==> src/sstq_pkg.sv <==
// Package: shared constants, types and helpers of the sorted timer queue.
`default_nettype none
package sstq_pkg;
    localparam int DEPTH_DEF    = 16;
    localparam int ID_BITS_DEF  = 16;
    localparam int TAG_BITS_DEF = 8;
    localparam int NOW_W        = 32;
    localparam int DLY_W        = 31;
    localparam int KIND_W       = 3;
    localparam int REM_W        = 5;
    localparam logic [31:0] WRAP_LIMIT = 32'h8000_0000;
    localparam logic [30:0] PERIODIC_BIT = 31'h4000_0000;

    typedef enum logic [1:0] {
        OP_ARM    = 2'd0,
        OP_CANCEL = 2'd1,
        OP_QUERY  = 2'd2,
        OP_TICK   = 2'd3
    } t_op;

    typedef enum logic [2:0] {
        K_ARMED   = 3'd0,
        K_FULL    = 3'd1,
        K_CANCEL  = 3'd2,
        K_QUERY   = 3'd3,
        K_FIRED   = 3'd4,
        K_TICK    = 3'd5
    } t_kind;

    typedef enum logic [2:0] {
        S_IDLE,
        S_CANCEL,
        S_WRAP,
        S_FIRE,
        S_REARM,
        S_EMIT
    } t_state;

    // Magnitude of a 31-bit signed delay, as a 32-bit unsigned value.
    function automatic logic [31:0] delay_mag(input logic [30:0] d);
        logic [31:0] r;
        r = {1'b0, d};
        if (d[30]) r = WRAP_LIMIT - r;
        return r;
    endfunction
endpackage
`default_nettype wire

==> src/sstq_if.sv <==
// Interfaces: valid/ready channels for commands and results.
`default_nettype none
interface sstq_cmd_if #(
    parameter int ID_BITS  = sstq_pkg::ID_BITS_DEF,
    parameter int TAG_BITS = sstq_pkg::TAG_BITS_DEF
);
    logic                valid;
    logic                ready;
    logic [1:0]          op;
    logic [31:0]         now;
    logic signed [30:0]  delay;
    logic [ID_BITS-1:0]  handle_id;
    logic [ID_BITS:0]    handle_limit;
    logic [TAG_BITS-1:0] action_tag;
    modport source (output valid, op, now, delay, handle_id, handle_limit, action_tag,
                    input ready);
    modport sink (input valid, op, now, delay, handle_id, handle_limit, action_tag,
                  output ready);
endinterface

`default_nettype wire

==> src/sstq_front.sv <==
// Front end: two-entry command queue that accepts and holds transactions.
`default_nettype none
module sstq_front #(
    parameter int ID_BITS  = sstq_pkg::ID_BITS_DEF,
    parameter int TAG_BITS = sstq_pkg::TAG_BITS_DEF,
    parameter int CMD_W    = 2 + 32 + 31 + ID_BITS + ID_BITS + 1 + TAG_BITS
) (
    input  wire logic             i_clk,
    input  wire logic             i_rst_n,
    sstq_cmd_if.sink              cmd,
    input  wire logic             i_pop,
    output logic                  o_avail,
    output logic [CMD_W-1:0]      o_cmd
);
    logic [CMD_W-1:0] r_q [2];
    logic             r_wp, r_rp;
    logic [1:0]       r_cnt;
    logic             push, pop;

    assign cmd.ready = (r_cnt != 2'd2);
    assign push      = cmd.valid && cmd.ready;
    assign o_avail   = (r_cnt != 2'd0);
    assign pop       = i_pop && o_avail;
    assign o_cmd     = r_q[r_rp];

    always_ff @(posedge i_clk) begin
        if (push) begin
            r_q[r_wp] <= {cmd.op, cmd.now, cmd.delay, cmd.handle_id, cmd.handle_limit,
                          cmd.action_tag};
        end
        if (!i_rst_n) begin
            r_wp  <= 1'b0;
            r_rp  <= 1'b0;
            r_cnt <= 2'd0;
        end else begin
            if (push) r_wp <= ~r_wp;
            if (pop)  r_rp <= ~r_rp;
            r_cnt <= r_cnt + {1'b0, push} - {1'b0, pop};
        end
    end
endmodule
`default_nettype wire

==> src/flat_wrapper.sv <==
// flat-port wrapper written by rule: the top's interface ports become plain ports
module sstq_front_flat 
#(
    parameter int ID_BITS  = sstq_pkg::ID_BITS_DEF,
    parameter int TAG_BITS = sstq_pkg::TAG_BITS_DEF,
    parameter int CMD_W    = 2 + 32 + 31 + ID_BITS + ID_BITS + 1 + TAG_BITS
)
  (i_clk, i_rst_n, i_pop, o_avail, o_cmd, cmd_valid, cmd_op, cmd_now, cmd_delay, cmd_handle_id, cmd_handle_limit, cmd_action_tag, cmd_ready);
  sstq_cmd_if #(.ID_BITS(ID_BITS), .TAG_BITS(TAG_BITS)) cmd_i ();
  input  wire logic i_clk;
  input  wire logic i_rst_n;
  input  wire logic i_pop;
  output logic o_avail;
  output logic [CMD_W-1:0] o_cmd;
  input wire logic [$bits(cmd_i.valid)-1:0] cmd_valid;
  input wire logic [$bits(cmd_i.op)-1:0] cmd_op;
  input wire logic [$bits(cmd_i.now)-1:0] cmd_now;
  input wire logic [$bits(cmd_i.delay)-1:0] cmd_delay;
  input wire logic [$bits(cmd_i.handle_id)-1:0] cmd_handle_id;
  input wire logic [$bits(cmd_i.handle_limit)-1:0] cmd_handle_limit;
  input wire logic [$bits(cmd_i.action_tag)-1:0] cmd_action_tag;
  output wire logic [$bits(cmd_i.ready)-1:0] cmd_ready;
  assign cmd_i.valid = cmd_valid;
  assign cmd_i.op = cmd_op;
  assign cmd_i.now = cmd_now;
  assign cmd_i.delay = cmd_delay;
  assign cmd_i.handle_id = cmd_handle_id;
  assign cmd_i.handle_limit = cmd_handle_limit;
  assign cmd_i.action_tag = cmd_action_tag;
  assign cmd_ready = cmd_i.ready;
  sstq_front #(.ID_BITS(ID_BITS), .TAG_BITS(TAG_BITS), .CMD_W(CMD_W)) u_core (.i_clk(i_clk), .i_rst_n(i_rst_n), .cmd(cmd_i), .i_pop(i_pop), .o_avail(o_avail), .o_cmd(o_cmd));
endmodule
==> config.mk <==
export PLATFORM = sky130hd
export DESIGN_NAME = sstq_front_flat
export DESIGN_NICKNAME = d
export VERILOG_FILES = /design/src/sstq_pkg.sv /design/src/sstq_if.sv /design/src/sstq_front.sv /design/src/flat_wrapper.sv
export SDC_FILE = /design/constraint.sdc
export NUM_CORES = 1
export LEC_CHECK = 0
export BUFFER_PORTS_ARGS = -buffer_cell sky130_fd_sc_hd__buf_2
export CAP_MARGIN = 20
export CORE_ASPECT_RATIO = 1.75
export CORE_UTILIZATION = 46
export CTS_BUF_LIST = sky130_fd_sc_hd__clkbuf_16
export DETAILED_ROUTE_END_ITERATION = 8
export PLACE_DENSITY = 0.78
export RECOVER_POWER = 100
export SYNTH_ARGS = -nofsm -noshare
export SYNTH_HDL_FRONTEND = slang
export SYNTH_SLANG_ARGS = --single-unit
==> constraint.sdc <==
create_clock -name i_clk -period 19 [get_ports i_clk]
set_clock_uncertainty 0.05 [all_clocks]
set_input_delay 3.8 -clock i_clk [delete_from_list [all_inputs] [get_ports i_clk]]
set_output_delay 3.8 -clock i_clk [all_outputs]
set_load 0.02 [all_outputs]
==> metrics.md, run 1 <==
| Metric | Value |
|---|---|
| Number of gates resized after CTS | 0 |
| PortBufs | ~220 |
| Max incr delay on CP | about 2.0 ns |
| YS warnings | 0 |
| Post-Syn Nets | between 400 and 500 |
| Power per standard cell area | between 100 and 150 mW/mm^2 |
| Worst EP arrival | roughly 5.7 ns |
| Vias per cell | slightly below 5 |
| Top FF cell, synth | edfxtp_1 |
| Endpoints failing setup | 0 |
| Hold_buf cts | 0 |
| Failing checks | max-capacitance violations, max-slew violations |
| Die Y | approximately 180 um |
| Worst hold path startpoint | u_core.r_rp$_SDFFE_PN0P_ |
| Final WL | roughly 15000 um |
| Reg-to-reg critical path startpoint | u_core.r_cnt[0]$_SDFF_PN0_ |
| Critical-path top delay cell | clkbuf_1 |
| Most frequent CP cell | clkbuf_1 |
| MaxCap Viol Count | 5 |
| Post-synthesis cell count | ~360 |
| Total power | 1.39 mW |
| Core area | between 0.015 and 0.02 mm^2 |
| Leak | between 3 and 4 nW |
| Top Family by Delay on Critical Path | buffers and inverters |
| Max Slew Vio Count | 244 |
| Die area | ~0.018 mm^2 |
| 1st-pass router iterations | 4 |
| Top Metal Used | met5 |
| Worst reg-to-reg setup slack | ~13 ns |
| Synth unique cells | 21 |
| Gpl congestion | around 0.76 |
| Clk slew on worst S/H paths | around 0.060 ns |
| Via Count | 4071 |
| Syn Area/Cell | 22.5 um^2 |
| Worst Hold Class | reg -> reg |
| RSZ-0062 raised after global routing | no |
| Final Hold Viols | 0 |
| R2r endpoint | u_core.r_q[1][12]$_DFFE_PP_ |
| Max frequency | ~0.10 GHz |
| Sum Neg Setup Slack | 0 ns |
| Fraction of layout cells with a size suffix above 1 | around a third |
| CTS root buf | clkbuf_16 |
| Fin crit share | 50.2% |
| Crit path launch type | register |
| Post-synth ARST share | 0% |
| Routed met2 length | about 8500 um |
| CTS sink count | about 220 |
| Residual DRC | 0 |
| Total grt overflow | 0 |
| EDFF count, synth | approximately 210 |
| Worst Max-Slew Pin Slew | between 3 and 4 ns |
| Clock latency at the later pin of the worst-skew pair | 0.47 ns |
| Crit-path max FO | 51 |
| Initial Util | around 47% |
| Final Critical Period | about 9.5 ns |
| Synth top area cells | edfxtp_1 79%, mux2_2 9.2%, mux2_4 7.5%, dfxtp_1 1.2%, buf_6 0.84% |
| First-pass GRT wire length | between 20000 and 25000 um |
| Initial antenna violation count | 3 |
| Row Count | 63 |
| Cell Area, Placed | 0.00937 mm^2 |
| Post-route cell area | 0.00973 mm^2 |
| R2r worst-path depth | 4 |
| Number of global-route vias before repair | between 4000 and 5000 |
| Worst vdd ir | slightly above 0.09 mV |
| WP data required | around 15 ns |
| Tot GR Track Use | around 16% |
| CTS tree | built |
| Clock Tree Buf Depth | 3 |
| I/O pins | 218 |
| Critical Path End Type | primary output |
| Post-synth top area cell | edfxtp_1 |
| Metal-1 WL | 4970 um |
| Status | finished, violations left |
| Dpl cells | 793 |
| Most common cell in the netlist | edfxtp_1 |
| Top post-synthesis cells by count | 212 x edfxtp_1, 66 x mux2_2, 40 x mux2_4, 6 x buf_2, 6 x buf_6 |
| Crit path kind | reg -> out |
| Non-Filler Instances | 830 |
| Largest net degree at the start of global routing | a little over 80 |
| Post-CTS Setup Bufs | 0 |
| Worst hold stages | 2 |
| HPWL Detailed | a little over 10000 um |
| Die width | a little over 100 um |
| Nets | between 700 and 800 |
| TritonCTS Buffers | 19 |
| WL met3 | 987 um |
| Htree depth | 1 |
| Area growth, synth to finish | 20.9% |
| Synth top area share | 79.1% |
| DRT antenna net count | 0 |
| Cells along the critical path | clkbuf_1 > clkbuf_1 > mux2_2 > clkbuf_1 |
| Post-Syn Area | a little over 0.008 mm^2 |
| Synthesized flop and latch total | about 220 |
| Relative slew slack | -119% |
| WL/cell | about 18 um |
| Iter 0 DRT Violations | ~180 |
| Register area share after synthesis | 80.4% |
| CP bufs+invs | 3 |
worst max-delay path by stage:
stage / slack (ns) / endpoint / cells after the start
2_1_floorplan: 9.73 / u_core.r_q[0][0]$_DFFE_PP_ / 2
5_1_grt: 8.87 / o_cmd[63] / 4
3_5_place_dp: 12.91 / o_cmd[8] / 3
6_report: 9.47 / o_cmd[56] / 4
4_1_cts: 12.40 / o_cmd[8] / 3
3_3_place_gp: 12.97 / o_cmd[6] / 3
layout make-up:
type,instances,area [um^2]
sequential,217,6470
timing repair buffer,223,968
fill,1429,7300
antenna,2,5.00
clock inverter,14,189
inverter,3,11.3
tap,227,284
clock buffer,19,475
multi-input combinational,125,1330
routing by layer:
layer / track usage [%] / up-vias
met1: 15.7 / 2000
met2: 31.1 / 156
li1: - / 1869
met3: 3.59 / 44
met5: 0 / -
met4: 8.15 / 2
power breakdown:
part           internal (mW)  total (mW)  switching (mW)
clock network          0.250       0.405           0.155
logic                  0.128       0.351           0.223
registers              0.612       0.637          0.0255
total                  0.989        1.39           0.404
cells in the final DEF, fill, tap and decap left out, drive strengths merged:
cell type | synthesis | layout
xor2 | 1 | 1
o21ai | 1 | 1
nand4b | 1 | 1
nor3 | 1 | 1
ha | 2 | 2
and2 | 3 | 3
o21a | 1 | 1
mux2 | 106 | 106
nor2 | 3 | 3
diode | 0 | 2
xnor2 | 1 | 1
nand2b | 1 | 1
clkinv | 0 | 6
edfxtp | 212 | 212
clkbuf | 0 | 136
bufinv | 0 | 5
inv | 3 | 6
nand2 | 1 | 1
nor2b | 1 | 1
or2 | 1 | 1
buf | 12 | 106
and3 | 1 | 1
dfxtp | 5 | 5
through the flow:
step | hold slack [ns] | utilization, % | setup slack (ns)
floorplan | 0.403 | - | 9.73
global placement | 0.444 | 55.0 | 12.97
detailed placement | 0.450 | 55.0 | 12.91
CTS | 0.464 | 58.9 | 12.40
global route | 0.487 | 57.1 | 8.87
finish | 0.460 | 57.1 | 9.47
tightest hold or removal path: cells and delay by family, from the launching register on:
kind          cells  cell delay [ns]
xor+xnor          1             0.08
flops             1             0.32
simple gates      1             0.07
state kept, by name, indices dropped and copies added, names as in the netlist, named ones only:
register,count
u_core.r_wp,1
u_core.r_rp,1
u_core.r_q,212
u_core.r_cnt,2
logic make-up after synthesis:
logic type	after synthesis	share of synthesized area [%]
AOI/OAI and AO/OA	2	0.155
buffers and inverters	15	1.35
DFF	217	80.4
muxes	106	16.7
adders and majority gates	2	0.311
and+or+nand+nor	13	0.902
xor gates and xnor gates	2	0.218
(Power assumes the default switching activity.)
==> run 2, diff against run 1 <==
- PLACE_DENSITY: 0.78 -> 0.81
- clock period: 19 -> 8.2 ns (I/O delays scaled with it)
==> metrics.md, run 2 (synthesis gave the netlist of run 1 again) <==
| Metric | Value |
|---|---|
| Status | finished, violations left (unchanged) |
| Failing checks | max-capacitance violations, max-slew violations (unchanged) |
| Crit path launch type | register (unchanged) |
| Max Slew Vio Count | 119 (was 244) |
| Vias per cell | 4.93 (was 4.90) |
| Fin crit share | between 60% and 70% |
| Number of gates resized after CTS | 0 (unchanged) |
| PortBufs | 217 (unchanged) |
| Hold_buf cts | 0 (unchanged) |
| Worst reg-to-reg setup slack | 4.00 ns (was 13.41 ns) |
| Clock latency at the later pin of the worst-skew pair | 0.46 ns (was 0.47 ns) |
| Commonest cells after routing, fill and taps aside | 212 x edfxtp_1, 124 x clkbuf_1, 94 x buf_2, 62 x mux2_2, 42 x mux2_1 (was 212 x edfxtp_1, 117 x clkbuf_1, 105 x buf_2, 60 x mux2_2, 44 x mux2_1) |
| Row Count | 63 (unchanged) |
| Via Count | 4071 (unchanged) |
| Regs by FF count | u_core.r_q: 212 flops, u_core.r_cnt: 2 flops (unchanged) |
| Cell Area, Placed | 0.00936 mm^2 (was 0.00937 mm^2) |
| Worst Max-Slew Pin Slew | 2.19 ns (was 3.28 ns) |
| Power per standard cell area | 321 mW/mm^2 (was 143 mW/mm^2) |
| Most flop-heavy register | u_core.r_q (unchanged) |
| Nets | 699 (was 701) |
| Post-route cell area | 0.00963 mm^2 (was 0.00973 mm^2) |
| Die area | 0.0180 mm^2 (unchanged) |
| CTS tree | built (unchanged) |
| DRT antenna net count | 0 (unchanged) |
| Die Y | 177 um (unchanged) |
| Relative slew slack | -46.4% (was -119%) |
| Initial antenna violation count | 2 (was 3) |
| Max reg flops | 212 (unchanged) |
| CTS root buf | clkbuf_16 (unchanged) |
| Largest net degree at the start of global routing | 85 (was 82) |
| Endpoints failing setup | 0 (unchanged) |
| Initial Util | 47.3% (unchanged) |
| Cells along the critical path | buf_4 > mux2_2 > clkbuf_1 (was clkbuf_1 > clkbuf_1 > mux2_2 > clkbuf_1) |
| Critical-path top delay cell | dfxtp_1 (was clkbuf_1) |
| Hold WS | 0.450 ns (was 0.460 ns) |
| Final Hold Viols | 0 (unchanged) |
| Final Critical Period | about 5.4 ns |
| Commonest non-fill, non-tap cell in the layout | edfxtp_1 (unchanged) |
| Worst Hold Class | reg -> reg (unchanged) |
| Die width | 102 um (unchanged) |
| Fraction of layout cells with a size suffix above 1 | 31.3% (was 32.1%) |
| Sum Neg Setup Slack | 0 ns (unchanged) |
| Iter 0 DRT Violations | 211 (was 179) |
| Critical Path End Type | primary output (unchanged) |
| Gpl congestion | 0.749 (was 0.761) |
| Total grt overflow | 0 (unchanged) |
| Core area | 0.0170 mm^2 (unchanged) |
| Residual DRC | 0 (unchanged) |
| Crit-path max FO | 56 (was 51) |
| Top Family by Delay on Critical Path | flip-flops (was buffers and inverters) |
| 1st-pass router iterations | 4 (unchanged) |
| RSZ-0062 raised after global routing | no (unchanged) |
| TritonCTS Buffers | 19 (unchanged) |
| Number of global-route vias before repair | 4326 (was 4317) |
| I/O pins | 218 (unchanged) |
| Max frequency | about 0.18 GHz |
| Tot GR Track Use | 15.9% (was 16.2%) |
| Leak | 3.33 nW (was 3.38 nW) |
| Crit path kind | reg -> out (unchanged) |
| Worst vdd ir | 0.217 mV (was 0.0932 mV) |
| First-pass GRT wire length | 21500 um (was 21700 um) |
| Area growth, synth to finish | 19.7% (was 20.9%) |
| HPWL Detailed | 10300 um (was 10200 um) |
| Clock Tree Buf Depth | 3 (unchanged) |
| CTS sink count | 217 (unchanged) |
| CP bufs+invs | 2 (was 3) |
| Post-CTS Setup Bufs | 0 (unchanged) |
| MaxCap Viol Count | 3 (was 5) |
| Worst EP arrival | 3.75 ns (was 5.68 ns) |
| WP data required | 6.51 ns (was 15.15 ns) |
| Clk slew on worst S/H paths | 0.06 ns (about the same) |
| Filler instances | 1437 (was 1429) |
| WL/cell | 18.1 um (was 18.2 um) |
| Max incr delay on CP | 1.81 ns (was 2.03 ns) |
| Final WL | 14900 um (was 15100 um) |
| Htree depth | 1 (unchanged) |
run 2: cell types whose count changed in the layout (fill, tap and decap cells not counted), sizes merged:
cell	delta
buf	-9
clkbuf	+7
diode	-1
clkinv	+1
clkinvlp	+1
inv	+1
bufinv	-4
run 2: area by class of cell:
| class | count | area, um^2 | share of cell area, % |
|---|---|---|---|
| multi-input combinational | 125 | 1330 | 13.8 |
| timing repair buffer | 221 | 978 | 10.2 |
| clock inverter | 13 | 83.8 | 0.870 |
| antenna | 1 | 2.50 | 0.0260 |
| sequential | 217 | 6470 | 67.1 |
| clock buffer | 19 | 475 | 4.94 |
| inverter | 3 | 11.3 | 0.117 |
| tap | 227 | 284 | 2.95 |
run 2: stage by stage:
stage	util (%)	instances	total power [mW]	worst slack, ns
2_1_floorplan	-	357	2.16	1.09
3_3_place_gp	55.0	792	2.38	4.30
3_5_place_dp	55.0	792	2.41	4.20
4_1_cts	58.2	824	3.22	3.72
5_1_grt	56.5	825	3.22	2.44
6_report	56.6	826	3.09	2.76
run 2: path summary, 6_finish.rpt:
kind | startpoint | end | cells after the start
min | u_core.r_wp$_SDFFE_PN0P_ | u_core.r_wp$_SDFFE_PN0P_ | 2
min reg2reg | u_core.r_wp$_SDFFE_PN0P_ | u_core.r_wp$_SDFFE_PN0P_ | 2
max | register | o_cmd[50] | 3
max reg2reg | u_core.r_cnt[0]$_SDFF_PN0_ | u_core.r_q[0][65]$_DFFE_PP_ | 5
run 2: layer usage:
layer  part of all wire [%]  track usage [%]
met5                  0.067                0
met4                    2.9             7.02
met3                    7.1             4.11
met2                     56             30.3
met1                     34             15.5
run 2: worst reg2reg max path, cell delays in order (launching register included):
cell and delay, ns:
dfxtp_1 0.36, nand2b_1 0.18, and2_0 0.19, nor2b_1 1.51, clkbuf_1 1.15, buf_16 0.39
run 2: where the power goes:
group | internal (mW) | switching (mW)
sequential | 1.41 | 0.0713
combinational | 0.298 | 0.506
clock | 0.452 | 0.354
==> run 3, diff against run 2 <==
- PLACE_DENSITY: 0.81 -> 0.78
- clock period: 8.2 -> 5.7 ns (I/O delays scaled with it)
==> metrics.md, run 3 (synthesis gave the netlist of run 1 again) <==
| Metric | Value |
|---|---|
| Total grt overflow | 0 (unchanged) |
| Sum Neg Setup Slack | 0 ns (unchanged) |
| Fin crit share | around 76% |
| Hold_buf cts | 0 (unchanged) |
| Row Count | 63 (unchanged) |
| TritonCTS Buffers | 19 (unchanged) |
| PortBufs | 217 (unchanged) |
| Max Slew Vio Count | 103 (was 119) |
| Tot GR Track Use | 15.7% (was 15.9%) |
| Crit-path max FO | 71 (was 56) |
| Number of global-route vias before repair | 4392 (was 4326) |
| Post-route cell area | 0.00962 mm^2 (was 0.00963 mm^2) |
| Clk slew on worst S/H paths | 0.06 ns (about the same) |
| Nets | 700 (was 699) |
| Htree depth | 1 (unchanged) |
| Critical-path top delay cell | and3_1 (was dfxtp_1) |
| Final Hold Viols | 0 (unchanged) |
| Max frequency | ~0.23 GHz |
| Top Metal Used | met4 (was met5) |
| Regs by FF count | u_core.r_q: 212 flops, u_core.r_cnt: 2 flops (unchanged) |
| Cells along the critical path | clkbuf_1 > and3_1 > buf_4 (was buf_4 > mux2_2 > clkbuf_1) |
| MaxCap Viol Count | 2 (was 3) |
| Worst reg-to-reg setup slack | 1.58 ns (was 4.00 ns) |
| Initial Util | 47.3% (unchanged) |
| Worst vdd ir | 0.283 mV (was 0.217 mV) |
| Critical Path End Type | register (was primary output) |
| Most flop-heavy register | u_core.r_q (unchanged) |
| Iter 0 DRT Violations | 136 (was 211) |
| Residual DRC | 0 (unchanged) |
| CTS root buf | clkbuf_16 (unchanged) |
| Cell Area, Placed | 0.00937 mm^2 (was 0.00936 mm^2) |
| Worst Max-Slew Pin Slew | 3.28 ns (was 2.19 ns) |
| Die width | 102 um (unchanged) |
| Place WS | 2.44 ns (was 4.20 ns) |
| Hold WS | 0.445 ns (was 0.450 ns) |
| Area growth, synth to finish | 19.6% (was 19.7%) |
| Clock latency at the later pin of the worst-skew pair | 0.48 ns (was 0.46 ns) |
| Crit path launch type | input port (was register) |
| Power per standard cell area | 459 mW/mm^2 (was 321 mW/mm^2) |
| Crit path kind | in -> reg (was reg -> out) |
| WL met3 | 797 um (was 1050 um) |
| Initial antenna violation count | 1 (was 2) |
| Worst EP arrival | 4.40 ns (was 3.75 ns) |
| DRT antenna net count | 0 (unchanged) |
| Commonest cells after routing, fill and taps aside | 212 x edfxtp_1, 117 x clkbuf_1, 100 x buf_2, 63 x mux2_2, 40 x mux2_1 (was 212 x edfxtp_1, 124 x clkbuf_1, 94 x buf_2, 62 x mux2_2, 42 x mux2_1) |
| Via Count | 4065 (was 4071) |
| Relative slew slack | -118% (was -46.4%) |
| CTS sink count | 217 (unchanged) |
| Max incr delay on CP | 2.38 ns (was 1.81 ns) |
| Endpoints failing setup | 0 (unchanged) |
| Status | finished, violations left (unchanged) |
| CTS tree | built (unchanged) |
| Max reg flops | 212 (unchanged) |
| Final WL | 14600 um (was 14900 um) |
| Failing checks | max-capacitance violations, max-slew violations (unchanged) |
| Leak | 3.35 nW (was 3.33 nW) |
| HPWL Detailed | 9930 um (was 10300 um) |
| I/O pins | 218 (unchanged) |
| Post-CTS Setup Bufs | 0 (unchanged) |
| Worst Hold Class | reg -> reg (unchanged) |
| Die area | 0.0180 mm^2 (unchanged) |
| Gpl congestion | 0.744 (was 0.749) |
| Fin worst setup slack | 1.37 ns (was 2.76 ns) |
| Largest net degree at the start of global routing | 72 (was 85) |
| Routed met2 length | 8300 um (was 8420 um) |
| Metal-1 WL | 4980 um (was 5010 um) |
| RSZ-0062 raised after global routing | no (unchanged) |
| WL/cell | 17.6 um (was 18.1 um) |
| Vias per cell | 4.90 (was 4.93) |
| Core area | 0.0170 mm^2 (unchanged) |
| R2r worst-path depth | 3 (was 5) |
| Die Y | 177 um (unchanged) |
| Clock Tree Buf Depth | 3 (unchanged) |
| Commonest non-fill, non-tap cell in the layout | edfxtp_1 (unchanged) |
| WP data required | 5.77 ns (was 6.51 ns) |
| 1st-pass router iterations | 4 (unchanged) |
| First-pass GRT wire length | 21300 um (was 21500 um) |
| Final Critical Period | about 4.3 ns |
| Worst hold stages | 2 (unchanged) |
| Number of gates resized after CTS | 0 (unchanged) |
| Fraction of layout cells with a size suffix above 1 | 32.8% (was 31.3%) |
run 3: cell types whose count changed in the layout (fill, tap and decap cells not counted), sizes merged:
cell,delta
clkinv,+2
inv,+2
buf,+8
clkbuf,-7
bufinv,-1
clkinvlp,-1
run 3: area by class of cell:
| cell class | instances | area, um^2 |
|---|---|---|
| fillers | 1448 | 7410 |
| inverters | 3 | 11.3 |
| diodes | 1 | 2.50 |
| multi-input cells | 125 | 1330 |
| repair buffers | 222 | 977 |
| well taps | 227 | 284 |
| flip-flops and latches | 217 | 6470 |
| clock inverters | 15 | 71.3 |
| clock buffers | 19 | 475 |
run 3: final timing paths:
path,start,endpoint
max,cmd_valid,u_core.r_q[1][3]$_DFFE_PP_
min,u_core.r_wp$_SDFFE_PN0P_,u_core.r_wp$_SDFFE_PN0P_
max reg2reg,u_core.r_cnt[0]$_SDFF_PN0_,u_core.r_q[1][3]$_DFFE_PP_
min reg2reg,u_core.r_wp$_SDFFE_PN0P_,u_core.r_wp$_SDFFE_PN0P_
run 3: power breakdown:
group	internal (mW)	total, mW	switching [mW]
logic	0.421	1.18	0.754
clock network	0.609	1.13	0.521
registers	2.03	2.11	0.0809
run 3: per-stage QoR:
stage	utilization (%)	power, mW	cells
after detailed placement	55.0	3.48	794
after floorplan	-	3.09	357
final	56.5	4.41	829
after global placement	55.0	3.44	794
after CTS	58.3	4.61	828
after global routing	56.5	4.61	829
run 3: critical path: cells and delay by family:
family                 cells  cell delay, ns
buffers and inverters      2            0.84
AND/OR/NAND/NOR            1            2.38
run 3: per-layer routing:
layer / global-route usage, % / vias to the layer above
li1: - / 1871
met1: 15.3 / 2005
met2: 30.7 / 152
met3: 2.88 / 37
met4: 7.26 / 0
met5: 0 / -
